## src/rtl/core/ple_pkg.sv

```systemverilog
// ---------------------------------------------------------------------------
// ple_pkg: shared types for the positional list engine
// Operation and status codes, controller states and the command and
// status bundles between controller and datapath.
// ---------------------------------------------------------------------------
package ple_pkg;

    // operation codes carried on func
    typedef enum logic [2:0] {
        FN_CLEAR  = 3'd0,
        FN_INSERT = 3'd1,
        FN_DELETE = 3'd2,
        FN_READ   = 3'd3,
        FN_LOCATE = 3'd4
    } func_t;

    // result status codes
    typedef enum logic [1:0] {
        ST_OK       = 2'd0,
        ST_BADPOS   = 2'd1,
        ST_FULL     = 2'd2,
        ST_NOTFOUND = 2'd3
    } status_t;

    // controller states
    typedef enum logic [3:0] {
        S_IDLE,
        S_CHECK,
        S_INS_RD,
        S_INS_WR,
        S_DEL_RD,
        S_DEL_WR,
        S_GET_RD,
        S_GET_WAIT,
        S_FIND_RD,
        S_FIND_CMP,
        S_DONE
    } state_t;

    // scan pointer updates
    typedef enum logic [2:0] {
        PTR_HOLD,
        PTR_LOAD_CNT,
        PTR_LOAD_IDX,
        PTR_LOAD_ZERO,
        PTR_INC,
        PTR_DEC
    } ptr_op_t;

    // element count updates
    typedef enum logic [1:0] {
        CNT_HOLD,
        CNT_CLR,
        CNT_INC,
        CNT_DEC
    } cnt_op_t;

    // memory read address select
    typedef enum logic [1:0] {
        ADDR_PTR,
        ADDR_PTR_DN,
        ADDR_PTR_UP,
        ADDR_IDX
    } addr_sel_t;

    // controller to datapath commands
    typedef struct packed {
        logic      load;
        ptr_op_t   ptr_op;
        cnt_op_t   cnt_op;
        logic      rd_en;
        addr_sel_t rd_sel;
        logic      wr_shift;
        logic      wr_val;
        logic      res_init;
        logic      set_status;
        status_t   res_status;
        logic      rd_capture;
        logic      fp_capture;
    } ctl_cmd_t;

    // datapath to controller status
    typedef struct packed {
        logic [2:0] func;
        logic       bad_ins;
        logic       bad_pos;
        logic       full;
        logic       ins_more;
        logic       del_more;
        logic       scan_more;
        logic       match;
    } dp_stat_t;

endpackage

```

## src/rtl/core/positional_list_engine_unit.sv

```systemverilog
// ---------------------------------------------------------------------------
// positional_list_engine_unit: ordered list with insert, delete, read, locate
// Each item is checked first; clear, an unused code or a rejected item then
// goes straight to done. Insert and delete shift entries one at a time, each
// by a read state and a write state; read fetches the entry at the position;
// locate reads and compares entries from the head to a match or the end.
// A new item is taken in the cycle that done is high.
// Reset clears the list length and controller state; no memory clearing pass.
// ---------------------------------------------------------------------------
module positional_list_engine_unit #(
    parameter int CAPACITY = 64
) (
    input  logic               clk,
    input  logic               rst_n,
    input  logic               start,
    output logic               busy,
    input  logic [2:0]         func,
    input  logic [6:0]         position,
    input  logic signed [31:0] value,
    output logic               done,
    output logic signed [31:0] read_value,
    output logic [6:0]         found_position,
    output logic [6:0]         list_length,
    output logic [1:0]         status
);

    ple_pkg::ctl_cmd_t cmd;
    ple_pkg::dp_stat_t stat;

    // sequencer
    ple_ctrl u_ctrl (
        .clk   (clk),
        .rst_n (rst_n),
        .start (start),
        .busy  (busy),
        .done  (done),
        .stat  (stat),
        .cmd   (cmd)
    );

    // storage and result datapath
    ple_datapath #(
        .CAPACITY (CAPACITY)
    ) u_datapath (
        .clk            (clk),
        .rst_n          (rst_n),
        .cmd            (cmd),
        .stat           (stat),
        .func           (func),
        .position       (position),
        .value          (value),
        .read_value     (read_value),
        .found_position (found_position),
        .list_length    (list_length),
        .status         (status)
    );

endmodule

```

## src/rtl/core/ple_datapath.sv

```systemverilog
// ---------------------------------------------------------------------------
// ple_datapath: list storage, pointers and result registers
// Holds the element memory, the element count, the scan pointer and the
// result fields, and reports position checks and compare results.
// ---------------------------------------------------------------------------
module ple_datapath #(
    parameter int CAPACITY = 64
) (
    input  logic                clk,
    input  logic                rst_n,
    input  ple_pkg::ctl_cmd_t   cmd,
    output ple_pkg::dp_stat_t   stat,
    input  logic [2:0]          func,
    input  logic [6:0]          position,
    input  logic signed [31:0]  value,
    output logic signed [31:0]  read_value,
    output logic [6:0]          found_position,
    output logic [6:0]          list_length,
    output logic [1:0]          status
);

    localparam int CW = $clog2(CAPACITY + 1);
    localparam int AW = (CAPACITY > 1) ? $clog2(CAPACITY) : 1;
    localparam int XW = ((CW > 7) ? CW : 7) + 1;

    logic [31:0]   mem [CAPACITY];
    logic [2:0]    func_reg;
    logic [6:0]    pos_reg;
    logic [31:0]   val_reg;
    logic [CW-1:0] cnt_reg;
    logic [CW-1:0] cnt_next;
    logic [CW-1:0] ptr_reg;
    logic [CW-1:0] ptr_next;
    logic [31:0]   rdata_reg;
    logic [31:0]   rd_reg;
    logic [6:0]    fp_reg;
    logic [1:0]    st_reg;

    logic [XW-1:0] pos_x;
    logic [XW-1:0] cnt_x;
    logic [XW-1:0] ptr_x;
    logic [XW-1:0] idx_x;
    logic [XW-1:0] fp_x;
    logic [AW-1:0] rd_addr;
    logic [AW-1:0] wr_addr;
    logic [31:0]   wr_data;

    // widened views for compares
    assign pos_x = XW'(pos_reg);
    assign cnt_x = XW'(cnt_reg);
    assign ptr_x = XW'(ptr_reg);
    assign idx_x = pos_x - XW'(1);
    assign fp_x  = ptr_x + XW'(1);

    // status toward the controller
    always_comb
    begin
        stat.func      = func_reg;
        stat.bad_ins   = (pos_reg == 7'd0) || (pos_x > cnt_x + XW'(1));
        stat.bad_pos   = (pos_reg == 7'd0) || (pos_x > cnt_x);
        stat.full      = (cnt_reg == CW'(CAPACITY));
        stat.ins_more  = (ptr_x > idx_x);
        stat.del_more  = (ptr_x + XW'(1) < cnt_x);
        stat.scan_more = (ptr_x < cnt_x);
        stat.match     = (rdata_reg == val_reg);
    end

    // item capture on transfer
    always_ff @(posedge clk)
    begin
        if (cmd.load)
        begin
            func_reg <= func;
            pos_reg  <= position;
            val_reg  <= value;
        end
    end

    // pointer next value
    always_comb
    begin
        case (cmd.ptr_op)
            ple_pkg::PTR_LOAD_CNT:  ptr_next = cnt_reg;
            ple_pkg::PTR_LOAD_IDX:  ptr_next = idx_x[CW-1:0];
            ple_pkg::PTR_LOAD_ZERO: ptr_next = '0;
            ple_pkg::PTR_INC:       ptr_next = ptr_reg + CW'(1);
            ple_pkg::PTR_DEC:       ptr_next = ptr_reg - CW'(1);
            default:                ptr_next = ptr_reg;
        endcase
    end

    // count next value
    always_comb
    begin
        case (cmd.cnt_op)
            ple_pkg::CNT_CLR: cnt_next = '0;
            ple_pkg::CNT_INC: cnt_next = cnt_reg + CW'(1);
            ple_pkg::CNT_DEC: cnt_next = cnt_reg - CW'(1);
            default:          cnt_next = cnt_reg;
        endcase
    end

    // control registers
    always_ff @(posedge clk or negedge rst_n)
    begin
        if (!rst_n)
        begin
            cnt_reg <= '0;
            ptr_reg <= '0;
        end
        else
        begin
            cnt_reg <= cnt_next;
            ptr_reg <= ptr_next;
        end
    end

    // memory address and data select
    always_comb
    begin
        case (cmd.rd_sel)
            ple_pkg::ADDR_PTR_DN: rd_addr = AW'(ptr_reg - CW'(1));
            ple_pkg::ADDR_PTR_UP: rd_addr = AW'(ptr_reg + CW'(1));
            ple_pkg::ADDR_IDX:    rd_addr = idx_x[AW-1:0];
            default:              rd_addr = ptr_reg[AW-1:0];
        endcase
        wr_addr = cmd.wr_val ? idx_x[AW-1:0] : ptr_reg[AW-1:0];
        wr_data = cmd.wr_val ? val_reg : rdata_reg;
    end

    // element memory, one write and one registered read
    always_ff @(posedge clk)
    begin
        if (cmd.wr_shift || cmd.wr_val)
        begin
            mem[wr_addr] <= wr_data;
        end
        if (cmd.rd_en)
        begin
            rdata_reg <= mem[rd_addr];
        end
    end

    // result registers
    always_ff @(posedge clk)
    begin
        if (cmd.res_init)
        begin
            rd_reg <= '0;
            fp_reg <= '0;
        end
        else
        begin
            if (cmd.rd_capture)
            begin
                rd_reg <= rdata_reg;
            end
            if (cmd.fp_capture)
            begin
                fp_reg <= fp_x[6:0];
            end
        end
        if (cmd.set_status)
        begin
            st_reg <= cmd.res_status;
        end
    end

    assign read_value     = rd_reg;
    assign found_position = fp_reg;
    assign list_length    = cnt_x[6:0];
    assign status         = st_reg;

endmodule

```

## src/rtl/core/ple_ctrl.sv

```systemverilog
// ---------------------------------------------------------------------------
// ple_ctrl: operation sequencer for the positional list engine
// Checks each item, then steps shifts, reads and scans through the
// element memory and strobes the result.
// ---------------------------------------------------------------------------
module ple_ctrl (
    input  logic              clk,
    input  logic              rst_n,
    input  logic              start,
    output logic              busy,
    output logic              done,
    input  ple_pkg::dp_stat_t stat,
    output ple_pkg::ctl_cmd_t cmd
);

    ple_pkg::state_t state_reg;
    ple_pkg::state_t state_next;
    logic            accept;

    assign accept = start && !busy;

    // state register
    always_ff @(posedge clk or negedge rst_n)
    begin
        if (!rst_n)
        begin
            state_reg <= ple_pkg::S_IDLE;
        end
        else
        begin
            state_reg <= state_next;
        end
    end

    // next state
    always_comb
    begin
        state_next = state_reg;
        unique case (state_reg)
            ple_pkg::S_IDLE:
            begin
                if (accept)
                    state_next = ple_pkg::S_CHECK;
            end
            ple_pkg::S_CHECK:
            begin
                unique case (stat.func)
                    ple_pkg::FN_INSERT:
                        state_next = (stat.bad_ins || stat.full) ? ple_pkg::S_DONE
                                                                 : ple_pkg::S_INS_RD;
                    ple_pkg::FN_DELETE:
                        state_next = stat.bad_pos ? ple_pkg::S_DONE : ple_pkg::S_DEL_RD;
                    ple_pkg::FN_READ:
                        state_next = stat.bad_pos ? ple_pkg::S_DONE : ple_pkg::S_GET_RD;
                    ple_pkg::FN_LOCATE:
                        state_next = ple_pkg::S_FIND_RD;
                    default:
                        state_next = ple_pkg::S_DONE;
                endcase
            end
            ple_pkg::S_INS_RD:
                state_next = stat.ins_more ? ple_pkg::S_INS_WR : ple_pkg::S_DONE;
            ple_pkg::S_INS_WR:
                state_next = ple_pkg::S_INS_RD;
            ple_pkg::S_DEL_RD:
                state_next = stat.del_more ? ple_pkg::S_DEL_WR : ple_pkg::S_DONE;
            ple_pkg::S_DEL_WR:
                state_next = ple_pkg::S_DEL_RD;
            ple_pkg::S_GET_RD:
                state_next = ple_pkg::S_GET_WAIT;
            ple_pkg::S_GET_WAIT:
                state_next = ple_pkg::S_DONE;
            ple_pkg::S_FIND_RD:
                state_next = stat.scan_more ? ple_pkg::S_FIND_CMP : ple_pkg::S_DONE;
            ple_pkg::S_FIND_CMP:
                state_next = stat.match ? ple_pkg::S_DONE : ple_pkg::S_FIND_RD;
            ple_pkg::S_DONE:
                state_next = accept ? ple_pkg::S_CHECK : ple_pkg::S_IDLE;
            default:
                state_next = ple_pkg::S_IDLE;
        endcase
    end

    // outputs and datapath commands
    always_comb
    begin
        busy = !((state_reg == ple_pkg::S_IDLE) || (state_reg == ple_pkg::S_DONE));
        done = (state_reg == ple_pkg::S_DONE);

        cmd            = '0;
        cmd.ptr_op     = ple_pkg::PTR_HOLD;
        cmd.cnt_op     = ple_pkg::CNT_HOLD;
        cmd.rd_sel     = ple_pkg::ADDR_PTR;
        cmd.res_status = ple_pkg::ST_OK;
        cmd.load       = start && !busy;

        unique case (state_reg)
            ple_pkg::S_CHECK:
            begin
                cmd.res_init   = 1'b1;
                cmd.set_status = 1'b1;
                unique case (stat.func)
                    ple_pkg::FN_CLEAR:
                        cmd.cnt_op = ple_pkg::CNT_CLR;
                    ple_pkg::FN_INSERT:
                    begin
                        cmd.ptr_op = ple_pkg::PTR_LOAD_CNT;
                        if (stat.bad_ins)
                            cmd.res_status = ple_pkg::ST_BADPOS;
                        else if (stat.full)
                            cmd.res_status = ple_pkg::ST_FULL;
                    end
                    ple_pkg::FN_DELETE:
                    begin
                        cmd.ptr_op = ple_pkg::PTR_LOAD_IDX;
                        if (stat.bad_pos)
                            cmd.res_status = ple_pkg::ST_BADPOS;
                    end
                    ple_pkg::FN_READ:
                    begin
                        if (stat.bad_pos)
                            cmd.res_status = ple_pkg::ST_BADPOS;
                    end
                    ple_pkg::FN_LOCATE:
                    begin
                        cmd.ptr_op     = ple_pkg::PTR_LOAD_ZERO;
                        cmd.res_status = ple_pkg::ST_NOTFOUND;
                    end
                    default:
                        cmd.res_status = ple_pkg::ST_OK;
                endcase
            end
            // move entry ptr-1 up, or drop the new value in place
            ple_pkg::S_INS_RD:
            begin
                if (stat.ins_more)
                begin
                    cmd.rd_en  = 1'b1;
                    cmd.rd_sel = ple_pkg::ADDR_PTR_DN;
                end
                else
                begin
                    cmd.wr_val = 1'b1;
                    cmd.cnt_op = ple_pkg::CNT_INC;
                end
            end
            ple_pkg::S_INS_WR:
            begin
                cmd.wr_shift = 1'b1;
                cmd.ptr_op   = ple_pkg::PTR_DEC;
            end
            // move entry ptr+1 down, or shrink the list
            ple_pkg::S_DEL_RD:
            begin
                if (stat.del_more)
                begin
                    cmd.rd_en  = 1'b1;
                    cmd.rd_sel = ple_pkg::ADDR_PTR_UP;
                end
                else
                begin
                    cmd.cnt_op = ple_pkg::CNT_DEC;
                end
            end
            ple_pkg::S_DEL_WR:
            begin
                cmd.wr_shift = 1'b1;
                cmd.ptr_op   = ple_pkg::PTR_INC;
            end
            ple_pkg::S_GET_RD:
            begin
                cmd.rd_en  = 1'b1;
                cmd.rd_sel = ple_pkg::ADDR_IDX;
            end
            ple_pkg::S_GET_WAIT:
                cmd.rd_capture = 1'b1;
            ple_pkg::S_FIND_RD:
            begin
                cmd.rd_en  = stat.scan_more;
                cmd.rd_sel = ple_pkg::ADDR_PTR;
            end
            ple_pkg::S_FIND_CMP:
            begin
                if (stat.match)
                begin
                    cmd.fp_capture = 1'b1;
                    cmd.set_status = 1'b1;
                    cmd.res_status = ple_pkg::ST_OK;
                end
                else
                begin
                    cmd.ptr_op = ple_pkg::PTR_INC;
                end
            end
            default:
                cmd.rd_sel = ple_pkg::ADDR_PTR;
        endcase
    end

endmodule

```

## config.mk

```make
export PLATFORM = sky130hd
export DESIGN_NAME = positional_list_engine_unit
export DESIGN_NICKNAME = d
export VERILOG_FILES = /design/src/rtl/core/ple_pkg.sv /design/src/rtl/core/positional_list_engine_unit.sv /design/src/rtl/core/ple_datapath.sv /design/src/rtl/core/ple_ctrl.sv
export SDC_FILE = /design/constraint.sdc
export NUM_CORES = 2
export LEC_CHECK = 0
export ABC_CLOCK_PERIOD_IN_PS = 9830
export BUFFER_PORTS_ARGS = -buffer_cell sky130_fd_sc_hd__buf_2
export CAP_MARGIN = 20
export CORE_ASPECT_RATIO = 0.7
export CORE_MARGIN = 2
export CORE_UTILIZATION = 45
export DETAILED_ROUTE_END_ITERATION = 16
export MAX_ROUTING_LAYER = met4
export PLACE_DENSITY_LB_ADDON = 0.2
export SYNTH_ARGS = -nofsm -noshare
export SYNTH_HDL_FRONTEND = slang
export SYNTH_SLANG_ARGS = --single-unit
export TNS_END_PERCENT = 10
```

## constraint.sdc

```tcl
create_clock -name clk -period 9.83 [get_ports clk]
set_clock_uncertainty 0.1 [all_clocks]
set_input_delay 1.4745 -clock clk [delete_from_list [all_inputs] [get_ports clk]]
set_output_delay 1.4745 -clock clk [all_outputs]
set_load 0.02 [all_outputs]
```

==> results.sh <==
export IMPL_ys_warn_count=0
export IMPL_yosysUniqueCellTypes=79
export IMPL_gp_congestion=0.9344
export IMPL_synthCells=6423
export IMPL_antenna_left=0
export IMPL_p_per_area_nw_per_um2=379.7
export IMPL_rsz0062_at_grt="false"
export IMPL_drc=0
export IMPL_critPathLaunchType="register"
export IMPL_grt_util_all_layers_pct=29.65
export IMPL_crit_top_cell="buf_4"
export IMPL_dieHeight_um=374.6
export IMPL_power_leakage_nw=33.53
export IMPL_std_cell_rows=135
export IMPL_cap_violations=0
export IMPL_largest_register_ff_count=2048
export IMPL_clkTransAtPathRegs_ps=70
export IMPL_max_slew_worst_pin_slew_ps=1305
export IMPL_synth_async_reset_ratio_pct=0.8253
export IMPL_worstSkewPairLatency_ps=870
export IMPL_fin_tns_setup_ps=0
export IMPL_place_inst=8944
export IMPL_ir_drop_mv=0.3245
export IMPL_cts_buffer_depth=4
export IMPL_post_cts_buffers=0
export IMPL_cts_buffers=207
export IMPL_initial_core_util_pct=45.45
export IMPL_hpwl_um=169000
export IMPL_max_freq_ghz=0.1323
export IMPL_synth_fp_nets=6512
export IMPL_hold_viol=0
export IMPL_dr_pass1_iters=6
export IMPL_synth_edff_count=2124
export IMPL_arrival_ps=8010
export IMPL_ys_flop_type="edfxtp_1"
export IMPL_stdcell_count=9329
export IMPL_cp_slowest_cell="nor2_1"
export IMPL_worstSetupPathType="reg -> reg"
export IMPL_wl_um=293400
export IMPL_synth_area_leader_cell="edfxtp_1"
export IMPL_post_route_util_pct=51.02
export IMPL_via_per_inst=6.185
export IMPL_antenna_found_initial=24
export IMPL_crit_required_ps=10280
export IMPL_synth_area_sq_um=88290
export IMPL_syn_to_final_growth_pct=12.26
export IMPL_hold_class="reg -> reg"
export IMPL_synth_sequential_area_ratio_pct=73.63
export IMPL_wl_per_cell_um=31.45
export IMPL_fin_crit_ps=7557
export IMPL_crit_buf_inv=4
export IMPL_drv_slew=0
export IMPL_grt_max_degree=123
export IMPL_dieArea_sq_um=199800
export IMPL_port_buffers=94
export IMPL_cts_root_buf="clkbuf_16"
export IMPL_grt_pass1_wl_um=411100
export IMPL_synth_top_cell_area_share_pct=72.24
export IMPL_first_iter_violations=9961
export IMPL_core_sq_um=194200
export IMPL_critPathMaxFanout=59
export IMPL_yosysMostFrequentCell="edfxtp_1"
export IMPL_syn_area_per_cell_sq_um=13.75
export IMPL_ioPinCount=95
export IMPL_die_x_um=533.4
export IMPL_drive_gt1_share_pct=12.12
export IMPL_cts_sinks=2181
export IMPL_crit_family="simple AND/OR/NAND/NOR gates"
export IMPL_overflow=0
export IMPL_setup_violations=0
export IMPL_layout_nets=6640
export IMPL_status="completed"
export IMPL_yosys_top_cells_count="edfxtp_1, nand2_1, nand3_1, buf_2, clkbuf_1"
export IMPL_vias=57703
export IMPL_cts_tree="built"
export IMPL_fin_crit_sh_pct=76.88
export IMPL_dp_slack_ps=2109
export IMPL_ys_seq_elements=2181
export IMPL_hold_buffers=0
export IMPL_synthTopCellsByArea="edfxtp_1, nand2_1, nand3_1"
export IMPL_cts_resized=0
export IMPL_h_tree_depth=4
export IMPL_crit_path_end_kind="register"
export IMPL_slew_headroom_pct=12.71
export IMPL_slowest_delay_ps=1010
export IMPL_path_cells="inv_1, ha_1, xnor2_1, ha_1, and3_1, a32oi_1, o21ai_0, or2_1, nand4_4, buf_4, and2_4, buf_4, buf_4, nand3_1, nand3_1, a21oi_1, nor2_1, a211oi_1"
export IMPL_top_register="u_datapath.mem"
export IMPL_grt_pass1_vias=53019
export IMPL_setup_slack_ps=2273
[metrics by stage]
stage                     total power, mW  instance area [sq um]  hold WS (ps)
after floorplan                     21.99                  88290         434.5
after global placement              29.28                  92570         345.1
after detailed placement            29.46                  92700         346.2
after CTS                           37.16                  99060         354.7
after global routing                38.81                  99110         371.9
final                               37.64                  99120         353.3
[worst min-delay path: stages (launching register included)]
cell	delay, ps
dfxtp_1	310
nand2_1	50
a21oi_1	50
[final cells by class]
class                      count  area, sq um
sequential                  2181        65010
clock inverter               106        919.6
antenna                       20        50.05
clock buffer                 258         5435
fill                       16354        95130
timing repair buffer         337         2520
multi-input combinational   3800        21830
inverter                      24        90.09
tap                         2603         3257
[path summary, 6_finish.rpt]
kind / startpoint / endpoint / slack [ps] / cells past startpoint
max reg2reg: u_datapath.pos_reg[0] / u_datapath.rdata_reg[26] / 2270 / 18
max: u_datapath.pos_reg[0] / u_datapath.rdata_reg[26] / 2270 / 18
min in group asynchronous: rst_n / u_datapath.list_length[5] / 510 / 1
min reg2reg: u_datapath.read_value[22] / u_datapath.read_value[22] / 350 / 2
max in group asynchronous: rst_n / u_ctrl.state_reg[3] / 8780 / 1
min: u_datapath.read_value[22] / u_datapath.read_value[22] / 350 / 2
[placed cells by master (no fill, tap or decap), drive strengths merged, types with 22 or more instances in the layout]
cell type	count
clkbuf	259
a31oi	93
o21ai	62
xor2	41
a2111oi	30
a211oi	59
mux2i	124
mux2	33
inv	29
a311oi	105
edfxtp	2124
clkinv	83
dfxtp	39
mux4	66
nor2	119
a211o	22
ha	43
nand4	30
nor3	38
and3	142
nand2	1639
a21oi	95
buf	336
nand3	785
[logic make-up (layout without fill, tap and decap cells)]
kind of cell,Yosys count,in the layout,synth area share [%]
flip-flops,2181,2181,73.63
other,0,20,0
AO/OA/AOI/OAI,634,634,5.225
multiplexers,223,223,3.510
buffers and inverters,442,725,2.386
AND/OR/NAND/NOR,2839,2839,14.02
XOR/XNOR,60,60,0.5952
adder cells (fa/ha/maj),44,44,0.6320
[power breakdown]
part | internal (mW) | switching [mW] | leakage [nW]
clock network | 4.32 | 3.48 | 3.13
registers | 12.6 | 0.451 | 19.7
logic | 4.09 | 12.7 | 10.8
total | 21.0 | 16.6 | 33.5
[layer usage]
| layer | GRT usage (%) | up-vias | wire length [um] |
|---|---|---|---|
| li1 | - | 24343 | - |
| met1 | 43.93 | 29230 | 122800 |
| met2 | 39.79 | 3638 | 121300 |
| met3 | 8.221 | 492 | 40510 |
| met4 | 8.069 | 0 | 8747 |
| met5 | - | - | 0 |
No activity file was read; power rests on OpenSTA's default activity.
